<file path="config.mk">
export PLATFORM = sky130hd
export DESIGN_NAME = touchpad_pointer_tracker
export DESIGN_NICKNAME = d
export VERILOG_FILES = /design/src/hdl/tpt_pkg.sv /design/src/hdl/tpt_delta.sv /design/src/hdl/tpt_axis.sv /design/src/hdl/touchpad_pointer_tracker.sv
export SDC_FILE = /design/constraint.sdc
export NUM_CORES = 1
export LEC_CHECK = 0
export ABC_AREA = 1
export BUFFER_PORTS_ARGS = -buffer_cell sky130_fd_sc_hd__buf_4
export CORE_MARGIN = 8
export CORE_UTILIZATION = 52
export CTS_BUF_LIST = sky130_fd_sc_hd__clkbuf_8
export CTS_CLUSTER_DIAMETER = 50
export DETAILED_ROUTE_END_ITERATION = 10
export PLACE_DENSITY_LB_ADDON = 0.25
export SLEW_MARGIN = 20
export SYNTH_ARGS = -nofsm -noshare
export SYNTH_HDL_FRONTEND = slang
export SYNTH_HIERARCHICAL = 1
export SYNTH_SLANG_ARGS = --single-unit
</file>
<file path="constraint.sdc">
create_clock -name clk -period 7.27 [get_ports clk]
set_clock_uncertainty 0.1 [all_clocks]
set_input_delay 1.454 -clock clk [delete_from_list [all_inputs] [get_ports clk]]
set_output_delay 1.454 -clock clk [all_outputs]
set_load 0.01 [all_outputs]
</file>
<file path="src/hdl/tpt_pkg.sv">
// Shared types, constants and helper functions of the touchpad pointer tracker.
package tpt_pkg;

    localparam int PAD_W   = 12;
    localparam int KEY_W   = 10;
    localparam int POS_W   = 10;
    localparam int GAIN_W  = 12;
    localparam int DELTA_W = 10;

    localparam int DEFAULT_SCREEN_WIDTH  = 320;
    localparam int DEFAULT_SCREEN_HEIGHT = 240;

    localparam logic [GAIN_W-1:0] GAIN_MIN = 12'd26;
    localparam logic [GAIN_W-1:0] GAIN_MAX = 12'd2560;
    localparam logic [GAIN_W-1:0] GAIN_ONE = 12'd256;

    // Key bit that carries the click button.
    localparam int KEY_CLICK = 1;

    // Reciprocal of ten in Q16, exact for magnitudes up to 4095.
    localparam logic [12:0] DIV10_RECIP = 13'd6554;
    localparam int          DIV10_SHIFT = 16;

    typedef struct packed {
        logic [PAD_W-1:0] pad_x;
        logic [PAD_W-1:0] pad_y;
        logic             pad_contact;
        logic             pad_clicked;
        logic [KEY_W-1:0] key_bits;
    } scan_t;

    typedef struct packed {
        logic signed [DELTA_W-1:0] dx;
        logic signed [DELTA_W-1:0] dy;
        logic                      button_down;
        logic [KEY_W-1:0]          press_edges;
        logic [KEY_W-1:0]          release_edges;
        logic                      moved;
    } motion_t;

    // Signed difference divided by ten, truncated toward zero.
    function automatic logic signed [DELTA_W-1:0] div10_trunc(input logic signed [PAD_W:0] d);
        logic [PAD_W-1:0] mag;
        logic [24:0]      prod;
        logic [8:0]       q;
        mag  = d[PAD_W] ? PAD_W'(-d) : d[PAD_W-1:0];
        prod = 25'(mag) * 25'(DIV10_RECIP);
        q    = prod[DIV10_SHIFT+8:DIV10_SHIFT];
        return d[PAD_W] ? -$signed({1'b0, q}) : $signed({1'b0, q});
    endfunction

endpackage

</file>
<file path="src/hdl/tpt_delta.sv">
// Input stage and motion stage: key edges, touch tracking and the divided pad delta.
module tpt_delta
(
    input  logic              clk,
    input  logic              rst_n,
    input  logic              in_valid,
    output logic              in_ready,
    input  tpt_pkg::scan_t    scan,
    output logic              mot_valid,
    input  logic              mot_ready,
    output tpt_pkg::motion_t  mot
);

    logic                                 a_valid_reg;
    tpt_pkg::scan_t                       a_reg;
    logic                                 m_valid_reg;
    tpt_pkg::motion_t                     m_reg;
    logic [tpt_pkg::KEY_W-1:0]            prev_keys_reg;
    logic [tpt_pkg::PAD_W-1:0]            last_x_reg;
    logic [tpt_pkg::PAD_W-1:0]            last_y_reg;
    logic                                 last_touch_reg;

    logic                                 m_free;
    logic                                 a_adv;
    logic                                 touching;
    logic                                 use_motion;
    logic signed [tpt_pkg::PAD_W:0]       diff_x;
    logic signed [tpt_pkg::PAD_W:0]       diff_y;
    tpt_pkg::motion_t                     m_next;

    assign m_free   = !m_valid_reg || mot_ready;
    assign a_adv    = a_valid_reg && m_free;
    assign in_ready = !a_valid_reg || m_free;

    assign touching   = a_reg.pad_contact && !a_reg.pad_clicked;
    assign use_motion = touching && last_touch_reg;
    assign diff_x     = $signed({1'b0, a_reg.pad_x}) - $signed({1'b0, last_x_reg});
    assign diff_y     = $signed({1'b0, last_y_reg}) - $signed({1'b0, a_reg.pad_y});

    always_comb
    begin
        m_next.dx            = use_motion ? tpt_pkg::div10_trunc(diff_x) : '0;
        m_next.dy            = use_motion ? tpt_pkg::div10_trunc(diff_y) : '0;
        m_next.button_down   = a_reg.key_bits[tpt_pkg::KEY_CLICK];
        m_next.press_edges   = a_reg.key_bits & ~prev_keys_reg;
        m_next.release_edges = prev_keys_reg & ~a_reg.key_bits;
        m_next.moved         = (m_next.dx != '0) || (m_next.dy != '0);
    end

    always_ff @(posedge clk or negedge rst_n)
    begin
        if (!rst_n)
        begin
            a_valid_reg    <= 1'b0;
            m_valid_reg    <= 1'b0;
            prev_keys_reg  <= '0;
            last_x_reg     <= '0;
            last_y_reg     <= '0;
            last_touch_reg <= 1'b0;
        end
        else
        begin
            if (in_ready)
            begin
                a_valid_reg <= in_valid;
            end
            if (m_free)
            begin
                m_valid_reg <= a_valid_reg;
            end
            if (a_adv)
            begin
                prev_keys_reg  <= a_reg.key_bits;
                last_touch_reg <= touching;
                if (touching)
                begin
                    last_x_reg <= a_reg.pad_x;
                    last_y_reg <= a_reg.pad_y;
                end
            end
        end
    end

    always_ff @(posedge clk)
    begin
        if (in_valid && in_ready)
        begin
            a_reg <= scan;
        end
        if (a_adv)
        begin
            m_reg <= m_next;
        end
    end

    assign mot_valid = m_valid_reg;
    assign mot       = m_reg;

endmodule

</file>
<file path="src/hdl/tpt_axis.sv">
// One cursor axis: gain multiply, accumulate and clamp to the screen.
module tpt_axis
#(
    parameter int LIMIT     = tpt_pkg::DEFAULT_SCREEN_WIDTH
)
(
    input  logic                                clk,
    input  logic                                rst_n,
    input  logic                                step,
    input  logic signed [tpt_pkg::DELTA_W-1:0]  delta,
    input  logic [tpt_pkg::GAIN_W-1:0]          gain,
    output logic [tpt_pkg::POS_W-1:0]           pos
);

    localparam logic [tpt_pkg::POS_W-1:0] RESET_POS = tpt_pkg::POS_W'(LIMIT / 2);
    localparam logic [tpt_pkg::POS_W-1:0] LAST_POS  = tpt_pkg::POS_W'(LIMIT - 1);
    localparam logic [14:0]               LIM       = 15'(LIMIT);

    logic [tpt_pkg::POS_W-1:0]  pos_reg;
    logic [tpt_pkg::POS_W-1:0]  pos_next;
    logic signed [22:0]         prod;
    logic signed [23:0]         sum;
    logic [14:0]                whole;

    assign prod  = delta * $signed({1'b0, gain});
    assign sum   = $signed({6'b0, pos_reg, 8'b0}) + $signed({prod[22], prod});
    assign whole = sum[22:8];

    always_comb
    begin
        priority if (sum[23])
        begin
            pos_next = '0;
        end
        else if (whole >= LIM)
        begin
            pos_next = LAST_POS;
        end
        else
        begin
            pos_next = whole[tpt_pkg::POS_W-1:0];
        end
    end

    always_ff @(posedge clk or negedge rst_n)
    begin
        if (!rst_n)
        begin
            pos_reg <= RESET_POS;
        end
        else if (step)
        begin
            pos_reg <= pos_next;
        end
    end

    assign pos = pos_reg;

endmodule

</file>
<file path="src/hdl/touchpad_pointer_tracker.sv">
// Top level of the touchpad pointer tracker: gain register, cursor axes and result register.
//
//  Channel  Handshake              Payload
//  -------  ---------------------  ----------------------------------------------------
//  input    in_valid / in_ready    pad_x, pad_y, pad_contact, pad_clicked, key_bits
//  result   out_valid / out_ready  cursor_x, cursor_y, button_down, press_edges,
//                                  release_edges, moved, any_event
//  config   cfg_valid / cfg_ready  cfg_data (sensitivity in Q4.8)
//
// Every scan item passes three registers in order: the input register, the motion register
// with the divided pad delta, and the result register with the cursor. One item is accepted
// per cycle while the result side keeps draining; the touch tracking state and the cursor
// state each live in their own stage, so consecutive items see each other's updates in time.
// Reset clears the pipeline, sets the gain to 1.0 and centers the cursor. When the
// result is not taken, each stage holds its item and ready falls back stage by stage,
// so a stage with a free slot still takes an item. cfg_ready is always high.
module touchpad_pointer_tracker
#(
    parameter int SCREEN_WIDTH  = tpt_pkg::DEFAULT_SCREEN_WIDTH,
    parameter int SCREEN_HEIGHT = tpt_pkg::DEFAULT_SCREEN_HEIGHT
)
(
    input  logic                        clk,
    input  logic                        rst_n,

    input  logic                        in_valid,
    output logic                        in_ready,
    input  logic [tpt_pkg::PAD_W-1:0]   pad_x,
    input  logic [tpt_pkg::PAD_W-1:0]   pad_y,
    input  logic                        pad_contact,
    input  logic                        pad_clicked,
    input  logic [tpt_pkg::KEY_W-1:0]   key_bits,

    output logic                        out_valid,
    input  logic                        out_ready,
    output logic [tpt_pkg::POS_W-1:0]   cursor_x,
    output logic [tpt_pkg::POS_W-1:0]   cursor_y,
    output logic                        button_down,
    output logic [tpt_pkg::KEY_W-1:0]   press_edges,
    output logic [tpt_pkg::KEY_W-1:0]   release_edges,
    output logic                        moved,
    output logic                        any_event,

    input  logic                        cfg_valid,
    output logic                        cfg_ready,
    input  logic [tpt_pkg::GAIN_W-1:0]  cfg_data
);

    // Gain register. A written value saturates into the legal range of 0.1 to 10.0.
    logic [tpt_pkg::GAIN_W-1:0]  gain_reg;
    logic [tpt_pkg::GAIN_W-1:0]  gain_next;

    // Result handshake and the registered result fields. The cursor fields come straight
    // from the axis position registers, which are updated on the same edge.
    logic                        out_valid_reg;
    logic                        button_reg;
    logic [tpt_pkg::KEY_W-1:0]   press_reg;
    logic [tpt_pkg::KEY_W-1:0]   release_reg;
    logic                        moved_reg;
    logic                        event_reg;

    tpt_pkg::scan_t              scan;
    tpt_pkg::motion_t            mot;
    logic                        mot_valid;
    logic                        mot_ready;
    logic                        mot_adv;

    assign cfg_ready = 1'b1;

    always_comb
    begin
        priority if (cfg_data > tpt_pkg::GAIN_MAX)
        begin
            gain_next = tpt_pkg::GAIN_MAX;
        end
        else if (cfg_data < tpt_pkg::GAIN_MIN)
        begin
            gain_next = tpt_pkg::GAIN_MIN;
        end
        else
        begin
            gain_next = cfg_data;
        end
    end

    assign scan.pad_x       = pad_x;
    assign scan.pad_y       = pad_y;
    assign scan.pad_contact = pad_contact;
    assign scan.pad_clicked = pad_clicked;
    assign scan.key_bits    = key_bits;

    // The result register can load whenever it is empty or being drained this cycle.
    assign mot_ready = !out_valid_reg || out_ready;
    assign mot_adv   = mot_valid && mot_ready;

    tpt_delta u_delta
    (
        .clk       (clk),
        .rst_n     (rst_n),
        .in_valid  (in_valid),
        .in_ready  (in_ready),
        .scan      (scan),
        .mot_valid (mot_valid),
        .mot_ready (mot_ready),
        .mot       (mot)
    );

    // Screen Y grows downward, so the motion stage already inverted the pad Y delta.
    tpt_axis #(.LIMIT(SCREEN_WIDTH)) u_axis_x
    (
        .clk   (clk),
        .rst_n (rst_n),
        .step  (mot_adv),
        .delta (mot.dx),
        .gain  (gain_reg),
        .pos   (cursor_x)
    );

    tpt_axis #(.LIMIT(SCREEN_HEIGHT)) u_axis_y
    (
        .clk   (clk),
        .rst_n (rst_n),
        .step  (mot_adv),
        .delta (mot.dy),
        .gain  (gain_reg),
        .pos   (cursor_y)
    );

    always_ff @(posedge clk or negedge rst_n)
    begin
        if (!rst_n)
        begin
            gain_reg      <= tpt_pkg::GAIN_ONE;
            out_valid_reg <= 1'b0;
        end
        else
        begin
            if (cfg_valid && cfg_ready)
            begin
                gain_reg <= gain_next;
            end
            if (mot_ready)
            begin
                out_valid_reg <= mot_valid;
            end
        end
    end

    // Movement or a click press or release counts as an event; other key edges are reported
    // in the edge vectors but do not raise the event flag.
    always_ff @(posedge clk)
    begin
        if (mot_adv)
        begin
            button_reg  <= mot.button_down;
            press_reg   <= mot.press_edges;
            release_reg <= mot.release_edges;
            moved_reg   <= mot.moved;
            event_reg   <= mot.moved || mot.press_edges[tpt_pkg::KEY_CLICK]
                           || mot.release_edges[tpt_pkg::KEY_CLICK];
        end
    end

    assign out_valid     = out_valid_reg;
    assign button_down   = button_reg;
    assign press_edges   = press_reg;
    assign release_edges = release_reg;
    assign moved         = moved_reg;
    assign any_event     = event_reg;

endmodule
</file>
# Word level (Yosys, flattened, before mapping)
# Cells that the tools add are included.
# Widths: inputs -> output; s select.
# op_classes
n_addsub	8
multipliers	4
n_lt_le_gt_ge	4
mux	12
n_bitwise	4
reduce_logical	18
# op_table
op	n
$mux 10	8
$add 19x23->24	2
$mul 12x12->24 const B	2
$mux 12	4
$mul 10x13->23	2
$sub 12x12->13	2
$neg 12->12	2
$and 10x10->10	2
$neg 9->10	2
$not 10->10	2
$reduce_bool 10->1	2
$ge 15x8->1 const B	1
$ge 15x9->1 const B	1
$gt 12x12->1 const B	1
$lt 12x5->1 const B	1
$logic_or 1x1->1	6
$logic_and 1x1->1	5
$logic_not 1->1	4
$reduce_and 2->1	1
# totals
regBits	171
input_bits	53
out_inout_bits	46
wordCells	76

# Logic depth before layout (Yosys ltp)
# Gate-level depths: netlist of run 1.
# logic_depth
word_depth	9
ltp_mapped	47
mapped_depth_nobuf	46

# Cells and area by module
# The synthesis of run 1 kept the hierarchy.
# modules_own_cells
mod	n_inst	cells_per_inst	area_per_inst_um2	seq_area_each_um2
tpt_delta	1	1539	12255.5	3268.1
tpt_axis at u_axis_x	1	741	5238.8	252.7
tpt_axis at u_axis_y	1	726	5238.8	255.2
touchpad_pointer_tracker	1	116	1361.3	1017.2

# Least setup slack after synthesis of run 1
# Ideal clock, no wire load.
# synth_timing
path_kind	flip-flop to flip-flop
from	register u_delta/last_x_reg[0] in the netlist's numbering
to	register u_delta.m_reg, in the netlist u_delta/mot[0] (data pin)
setup_ps	265
t_arrival_ps	6329
required_time_ps	6905
setup_slack_ps	576
stages_incl_launch_ff	41
n_path_buf	2
period_less_slack_ps	6694
cell_sequence	dfrtp_1 > ha_1 > fa_1 > inv_1 > nand3_1 > nand2_1 > nand2_1 > nand2_2 > a21oi_4 > buf_6 > buf_2 > nand2_1 > xor2_1 > ha_1 > inv_1 > fa_1 > inv_1 > fa_1 > [... 5 more ...] > nand2_1 > inv_1 > nand2_1 > nor3_1 > nand2_1 > nand2_1 > nand2_1 > nand2_1 > ha_1 > nand3_1 > nor2_1 > nand3_1 > o21ai_0 > nand3_1 > nand3_2 > nand2_1 > nor2_1 > nand4_1
# synth_rtl
element	line_no	source
from (decl)	tpt_delta.sv:19	logic [tpt_pkg::PAD_W-1:0] last_x_reg;
from (signal assigned)	tpt_delta.sv:77	last_x_reg <= a_reg.pad_x;
to (signal assigned)	tpt_delta.sv:92	m_reg <= m_next;
to (decl)	tpt_delta.sv:17	tpt_pkg::motion_t m_reg;

==> results_dict.tcl, run 1 <==
set metrics [dict create \
    numCtsBuffers 17 \
    post_dp_cell_area_um2 25500 \
    crit_top_cell "sky130_fd_sc_hd__nand2_1" \
    worst_hold_slack_after_final_layout_ps 310 \
    synth_seq_cells 171 \
    busiest_layer "met2" \
    max_freq_mhz 142 \
    antenna_violations_before_repair 1 \
    detailedRoute.firstIterationViolations 1135 \
    yosys.area_share.xor_xnor 0.0141 \
    crit_path_max_incr_delay_ps 560 \
    worst_hold_path_type "flop to flop" \
    clkSlewWorstSetupHoldPaths_ps 110 \
    yosysTopAreaCell "sky130_fd_sc_hd__fa_1" \
    grt_use_met3 0.0388 \
    ctsHoldBuffers 0 \
    dp.final_hpwl_um 46400 \
    finish.instance_area_um2 26500 \
    synth.lib_cells_used.distinct 52 \
    die_width_um 231 \
    count_of_pins_over_their_slew_limit 0 \
    overflow 0 \
    mostFrequentLayoutCell "sky130_fd_sc_hd__nand2_1" \
    status "finished clean" \
    row_count 79 \
    max_cap_violations 0 \
    floorplan.die.height_um 231 \
    fp.dieArea_um2 53500 \
    floorplan.initialDensity 0.522 \
    number_of_synthesized_flops_with_an_enable_pin 101 \
    cts.htree.levels 4 \
    yosys-top-cells-area "sky130_fd_sc_hd__fa_1 21%, sky130_fd_sc_hd__ha_1 17%, sky130_fd_sc_hd__nand2_1 13%, sky130_fd_sc_hd__edfxtp_1 13%, sky130_fd_sc_hd__inv_1 12%" \
    synth_compound_area_frac 0.0423 \
    synth_sequential_area_ratio 0.199 \
    multiplexer_area_fraction_after_synthesis 0 \
    largest_register_ff_count 42 \
    cp.required_ps 7480 \
    master_cell_of_the_clock_root_buffer "sky130_fd_sc_hd__clkbuf_8" \
    synth-async-reset-ratio 0.409 \
    crit_type "flop to flop" \
    final.min_clock_period_ps 7030 \
    fillerInstances 4239 \
    final_wl_um 57000 \
    largest_family_of_logic_cells_by_synthesized_area "adder cells" \
    ys.flop_type "sky130_fd_sc_hd__edfxtp_1" \
    final_layout_size_suffix_gt1_frac 0.115 \
    endpoints_failing_hold 0 \
    clock_insertion_delay_worst_skew_ps 580 \
    cts_tree "done" \
    routedWlPerCell_um 14.8 \
    synth_top_area_share 0.209 \
    timing.critical_path.to_type "flop" \
    syn-cell-area_um2 24100 \
    layout-area-overhead-vs-synth_pct 10.1 \
    route.detailed.drc 0 \
    cts_buffer_depth 2 \
    port_buffers 97 \
    floorplan.io_pins 99 \
    cp_data_arrival_time_ps 7230 \
    groute.layer.met2.usage 0.381 \
    postSynthNetCount 3755 \
    yosys_warnings 6 \
    fin_nets 3864 \
    worstMarginPinSlew_ps 1030 \
    detailroute.via_count 19549 \
    final.period_utilization 0.967 \
    yosys.area_share.adder 0.380 \
    num_antenna_cells 0 \
    worst-path-max-fanout 4 \
    grt_start_max_net_pins 59 \
    post_drt_via_cell_ratio 5.08 \
    gp_congestion 0.939 \
    fp.coreArea_um2 46200 \
    relSlewSlack 0.316 \
    crit_path_start_kind "flop" \
    grt_first_pass_wirelength_um 95400 \
    synthSimpleGateAreaFrac 0.230 \
    setup_viol 0 \
    grt_pass1_vias 20202 \
    fin_util 0.575 \
    antenna_left 0 \
    crit_path_top_delay_cell "sky130_fd_sc_hd__fa_2" \
    postSynthCellCount 3122 \
    drt_first_pass_iters 7 \
    commonest_non_fill_non_tap_cells_in_the_layout "802 x sky130_fd_sc_hd__nand2_1, 768 x sky130_fd_sc_hd__inv_1, 312 x sky130_fd_sc_hd__ha_1" \
    grtUsageMet1 0.267 \
    cts.sinks 171 \
    synthesis.area_per_instance_um2 7.72 \
    global_route.usage.total 0.219 \
]
per-stage QoR:
stage | instances | setup WS, ps | TNS, ps
floorplan | 3122 | 576 | 0
detailed placement | 3786 | 37.2 | 0
finish | 3851 | 243 | 0
global placement | 3786 | 209 | 0
CTS | 3818 | 13.9 | 0
global route | 3851 | -149 | -223
worst paths after layout:
path | from | to | slack [ps] | cells past startpoint
worst max-delay path | u_delta/a_reg[12]$_DFFE_PP_ | u_delta/mot[0]$_DFFE_PP_ | 240 | 36
worst min-delay path | u_delta/mot[11]$_DFFE_PP_ | press_edges[0]$_DFFE_PP_ | 310 | 0
worst max register to register | u_delta/a_reg[12]$_DFFE_PP_ | u_delta/mot[0]$_DFFE_PP_ | 240 | 36
worst min register to register | u_delta/mot[11]$_DFFE_PP_ | press_edges[0]$_DFFE_PP_ | 310 | 0
max in group asynchronous | rst_n | u_delta/prev_keys_reg[8]$_DFFE_PN0P_ | 5290 | 2
min in group asynchronous | rst_n | u_axis_y/pos[7]$_DFFE_PN0P_ | 640 | 1
per-layer routing:
layer / part of all wire / routed length (um)
met5: 0.00023 / 13
met4: 0.029 / 1660
met3: 0.046 / 2620
met2: 0.49 / 28100
met1: 0.43 / 24600
Yosys cell counts, types with 2 or more instances:
cell / instances
sky130_fd_sc_hd__a21o_1: 2
sky130_fd_sc_hd__dfrtp_1: 63
sky130_fd_sc_hd__o21bai_1: 10
sky130_fd_sc_hd__nor3_1: 17
sky130_fd_sc_hd__o21ai_0: 50
sky130_fd_sc_hd__ha_1: 328
sky130_fd_sc_hd__inv_1: 782
sky130_fd_sc_hd__nand3b_1: 19
sky130_fd_sc_hd__nand2_2: 35
sky130_fd_sc_hd__nand4_1: 22
sky130_fd_sc_hd__inv_2: 8
sky130_fd_sc_hd__and2_1: 5
sky130_fd_sc_hd__xor2_1: 24
sky130_fd_sc_hd__a211oi_1: 2
sky130_fd_sc_hd__nand2_1: 820
sky130_fd_sc_hd__o21a_1: 3
sky130_fd_sc_hd__or2_2: 6
sky130_fd_sc_hd__nand3_2: 12
sky130_fd_sc_hd__nor2_1: 187
sky130_fd_sc_hd__nor2_2: 11
sky130_fd_sc_hd__nand2_4: 5
sky130_fd_sc_hd__fa_1: 252
sky130_fd_sc_hd__buf_2: 5
sky130_fd_sc_hd__nor4_1: 6
sky130_fd_sc_hd__buf_6: 4
sky130_fd_sc_hd__nand3_1: 137
sky130_fd_sc_hd__xnor2_1: 13
sky130_fd_sc_hd__buf_4: 3
sky130_fd_sc_hd__a21oi_2: 6
sky130_fd_sc_hd__edfxtp_1: 101
sky130_fd_sc_hd__clkbuf_1: 47
sky130_fd_sc_hd__nor2_4: 5
sky130_fd_sc_hd__a21oi_1: 107
sky130_fd_sc_hd__dfstp_2: 7
area by class of cell:
| class | count | area, um^2 | share of cell area |
|---|---|---|---|
| clock buffer | 18 | 248 | 0.00934 |
| sequential | 171 | 4790 | 0.181 |
| timing repair buffer | 149 | 1120 | 0.0423 |
| clock inverter | 14 | 153 | 0.00575 |
| tap | 607 | 759 | 0.0286 |
| inverter | 791 | 2970 | 0.112 |
| multi-input combinational | 2101 | 16500 | 0.621 |
repair_timing:
| item | CTS | global route |
|---|---|---|
| buffers inserted | 0 | 32 |
| endpoints found under the setup margin | 0 | 11 |
| resized for setup | 0 | 102 |
kinds of logic (layout without fill, tap and decap cells):
kind of cell | Yosys count | count (layout)
simple gates | 1296 | 1297
buf+inv | 851 | 972
fa+ha+maj | 580 | 580
compound gates | 185 | 185
flops | 171 | 171
xor+xnor | 38 | 38
other cells | 1 | 1
worst max-delay path: cells and delay by family, from the launching register on:
| family | cells | cell delay (ps) |
|---|---|---|
| XOR/XNOR | 1 | 270 |
| AND/OR/NAND/NOR | 20 | 2150 |
| buffers and inverters | 5 | 300 |
| flip-flops | 1 | 420 |
| adder cells (fa/ha/maj) | 10 | 3550 |
Power of run 1 is left out: the tool's default activity adds up to more than one toggle a clock period on the data nets, which glitch-free logic cannot reach.
==> run 2: changes to the inputs <==
--- a/config.mk
+++ b/config.mk
@@ -7,6 +7,7 @@
 export LEC_CHECK = 0
 export ABC_AREA = 1
 export BUFFER_PORTS_ARGS = -buffer_cell sky130_fd_sc_hd__buf_4
+export CORE_ASPECT_RATIO = 1.1
 export CORE_MARGIN = 8
 export CORE_UTILIZATION = 52
 export CTS_BUF_LIST = sky130_fd_sc_hd__clkbuf_8
==> run 2 against run 1 <==
  * Worst hold slack better by 8.8 ps
  * Die area hardly changed
  * Wire length is 1.5% lower
  * Worst setup slack better by 31 ps
==> results_dict.tcl, run 2 (same netlist as run 1, synthesis figures left out) <==
set metrics [dict create \
    status "finished clean" \
    crit_path_max_incr_delay_ps 570 \
    hold-path-endpoint "release_edges[0]$_DFFE_PP_" \
    endpoints_failing_hold 0 \
    antenna_left 0 \
    floorplan.initialDensity 0.528 \
    grt_setup_unrepaired "yes" \
    numCtsBuffers 17 \
    hold_depth 0 \
    timing.final.ws_setup_ps 273 \
    antenna_violations_before_repair 2 \
    r2r_end "u_delta/mot[0]$_DFFE_PP_" \
    max_freq_mhz 143 \
    cts.htree.levels 4 \
    cts_buffer_depth 2 \
    fp.coreArea_um2 45700 \
    mostFrequentLayoutCell "sky130_fd_sc_hd__nand2_1" \
    routedWlPerCell_um 14.7 \
    floorplan.io_pins 99 \
    setup_viol 0 \
    crit_top_cell "sky130_fd_sc_hd__inv_1" \
    cp.required_ps 7440 \
    fin_nets 3861 \
    crit_type "flop to flop" \
    route.detailed.drc 0 \
    final_layout_size_suffix_gt1_frac 0.111 \
    place_ws_ps 36.9 \
    post_dp_cell_area_um2 25500 \
    timing.critical_path.to_type "flop" \
    detailroute.via_count 19313 \
    grt_start_max_net_pins 60 \
    commonest_non_fill_non_tap_cells_in_the_layout "807 x sky130_fd_sc_hd__nand2_1, 764 x sky130_fd_sc_hd__inv_1, 315 x sky130_fd_sc_hd__ha_1" \
    largest_register_ff_count 42 \
    overflow 0 \
    hold_start "u_delta/mot[1]$_DFFE_PP_" \
    cp_data_arrival_time_ps 7160 \
    worst-path-max-fanout 5 \
    port_buffers 97 \
    cts.sinks 171 \
    row_count 82 \
    floorplan.die.height_um 242 \
    r2r_slack_ps 270 \
    cts_tree "done" \
    final.period_utilization 0.962 \
    post_drt_via_cell_ratio 5.04 \
    final.min_clock_period_ps 7000 \
    worst_hold_path_type "flop to flop" \
    worstMarginPinSlew_ps 1010 \
    detailedRoute.firstIterationViolations 1116 \
    drt_first_pass_iters 5 \
    reg2reg_from "u_delta/a_reg[12]$_DFFE_PP_" \
    crit_path_top_delay_cell "sky130_fd_sc_hd__fa_2" \
    finish.instance_area_um2 26400 \
    dp.final_hpwl_um 46200 \
    layout-area-overhead-vs-synth_pct 9.68 \
    fp.dieArea_um2 53500 \
    worst_hold_slack_after_final_layout_ps 319 \
    crit_path_start_kind "flop" \
    count_of_pins_over_their_slew_limit 0 \
    fillerInstances 4122 \
    num_antenna_cells 0 \
    max_cap_violations 0 \
    die_width_um 221 \
    grt_first_pass_wirelength_um 94000 \
    ctsHoldBuffers 0 \
    clock_insertion_delay_worst_skew_ps 510 \
    clkSlewWorstSetupHoldPaths_ps 110 \
    gp_congestion 0.921 \
    final_wl_um 56100 \
    master_cell_of_the_clock_root_buffer "sky130_fd_sc_hd__clkbuf_8" \
    global_route.usage.total 0.210 \
    worst-r2r-cell-count 37 \
    relSlewSlack 0.324 \
    grt_pass1_vias 19834 \
]
==> run 2: cell types whose count changed in the layout (fill, tap and decap cells not counted), moves of 3 or more <==
| cell | change |
|---|---|
| sky130_fd_sc_hd__ha_1 | +3 |
| sky130_fd_sc_hd__inv_1 | -4 |
| sky130_fd_sc_hd__nand2_1 | +5 |
| sky130_fd_sc_hd__nand2_2 | -6 |
| sky130_fd_sc_hd__nor2_1 | +5 |
| sky130_fd_sc_hd__nor2_2 | -4 |
==> run 2: routing by layer <==
layer  GRT usage  up-vias  routed length (um)
met5           0        -                  25
li1            -     9668                   -
met4      0.0644        4                1370
met3      0.0283       87                2160
met2       0.387      371               28400
met1       0.253     9183               24100
==> run 2: worst max path at each step <==
stage                                            from                       end  slack, ps  cells after the start
floorplan           u_delta/last_x_reg[0]$_DFFE_PN0P_  u_delta/mot[0]$_DFFE_PP_        580                     40
global placement          u_delta/a_reg[24]$_DFFE_PP_  u_delta/mot[0]$_DFFE_PP_        230                     40
detailed placement  u_delta/last_x_reg[0]$_DFFE_PN0P_  u_delta/mot[0]$_DFFE_PP_         40                     39
CTS                 u_delta/last_x_reg[0]$_DFFE_PN0P_  u_delta/mot[0]$_DFFE_PP_         20                     39
global route              u_delta/a_reg[12]$_DFFE_PP_  u_delta/mot[0]$_DFFE_PP_       -180                     36
finish                    u_delta/a_reg[12]$_DFFE_PP_  u_delta/mot[0]$_DFFE_PP_        270                     37
==> run 2: worst max-delay path: cells and delay by family, from the launching register on <==
kind	cells	cell delay, ps
AO/OA/AOI/OAI	1	120
AND/OR/NAND/NOR	19	1930
buffers and inverters	6	360
flip-flops	1	420
adder cells (fa/ha/maj)	10	3630
XOR/XNOR	1	190
==> run 2: cell type report <==
type | instances | area (um^2) | area share
multi-input cells | 2101 | 16400 | 0.622
flip-flops and latches | 171 | 4790 | 0.181
inverters | 791 | 2970 | 0.112
repair buffers | 146 | 1100 | 0.0415
well taps | 588 | 736 | 0.0278
clock buffers | 17 | 234 | 0.00885
clock inverters | 15 | 171 | 0.00649
==> run 2: repair_timing <==
action	4_1_cts	5_1_grt
setup endpoints to repair	0	12
gates resized for setup	0	91
buffers inserted	0	28
==> run 2: metrics by stage <==
step	utilization	std cells	TNS, ps
after global routing	0.579	3829	-217
final	0.579	3829	0
after CTS	0.566	3800	0
after floorplan	-	3122	0
after detailed placement	0.557	3768	0
after global placement	0.557	3768	0
Power of run 2 is left out for the same reason.
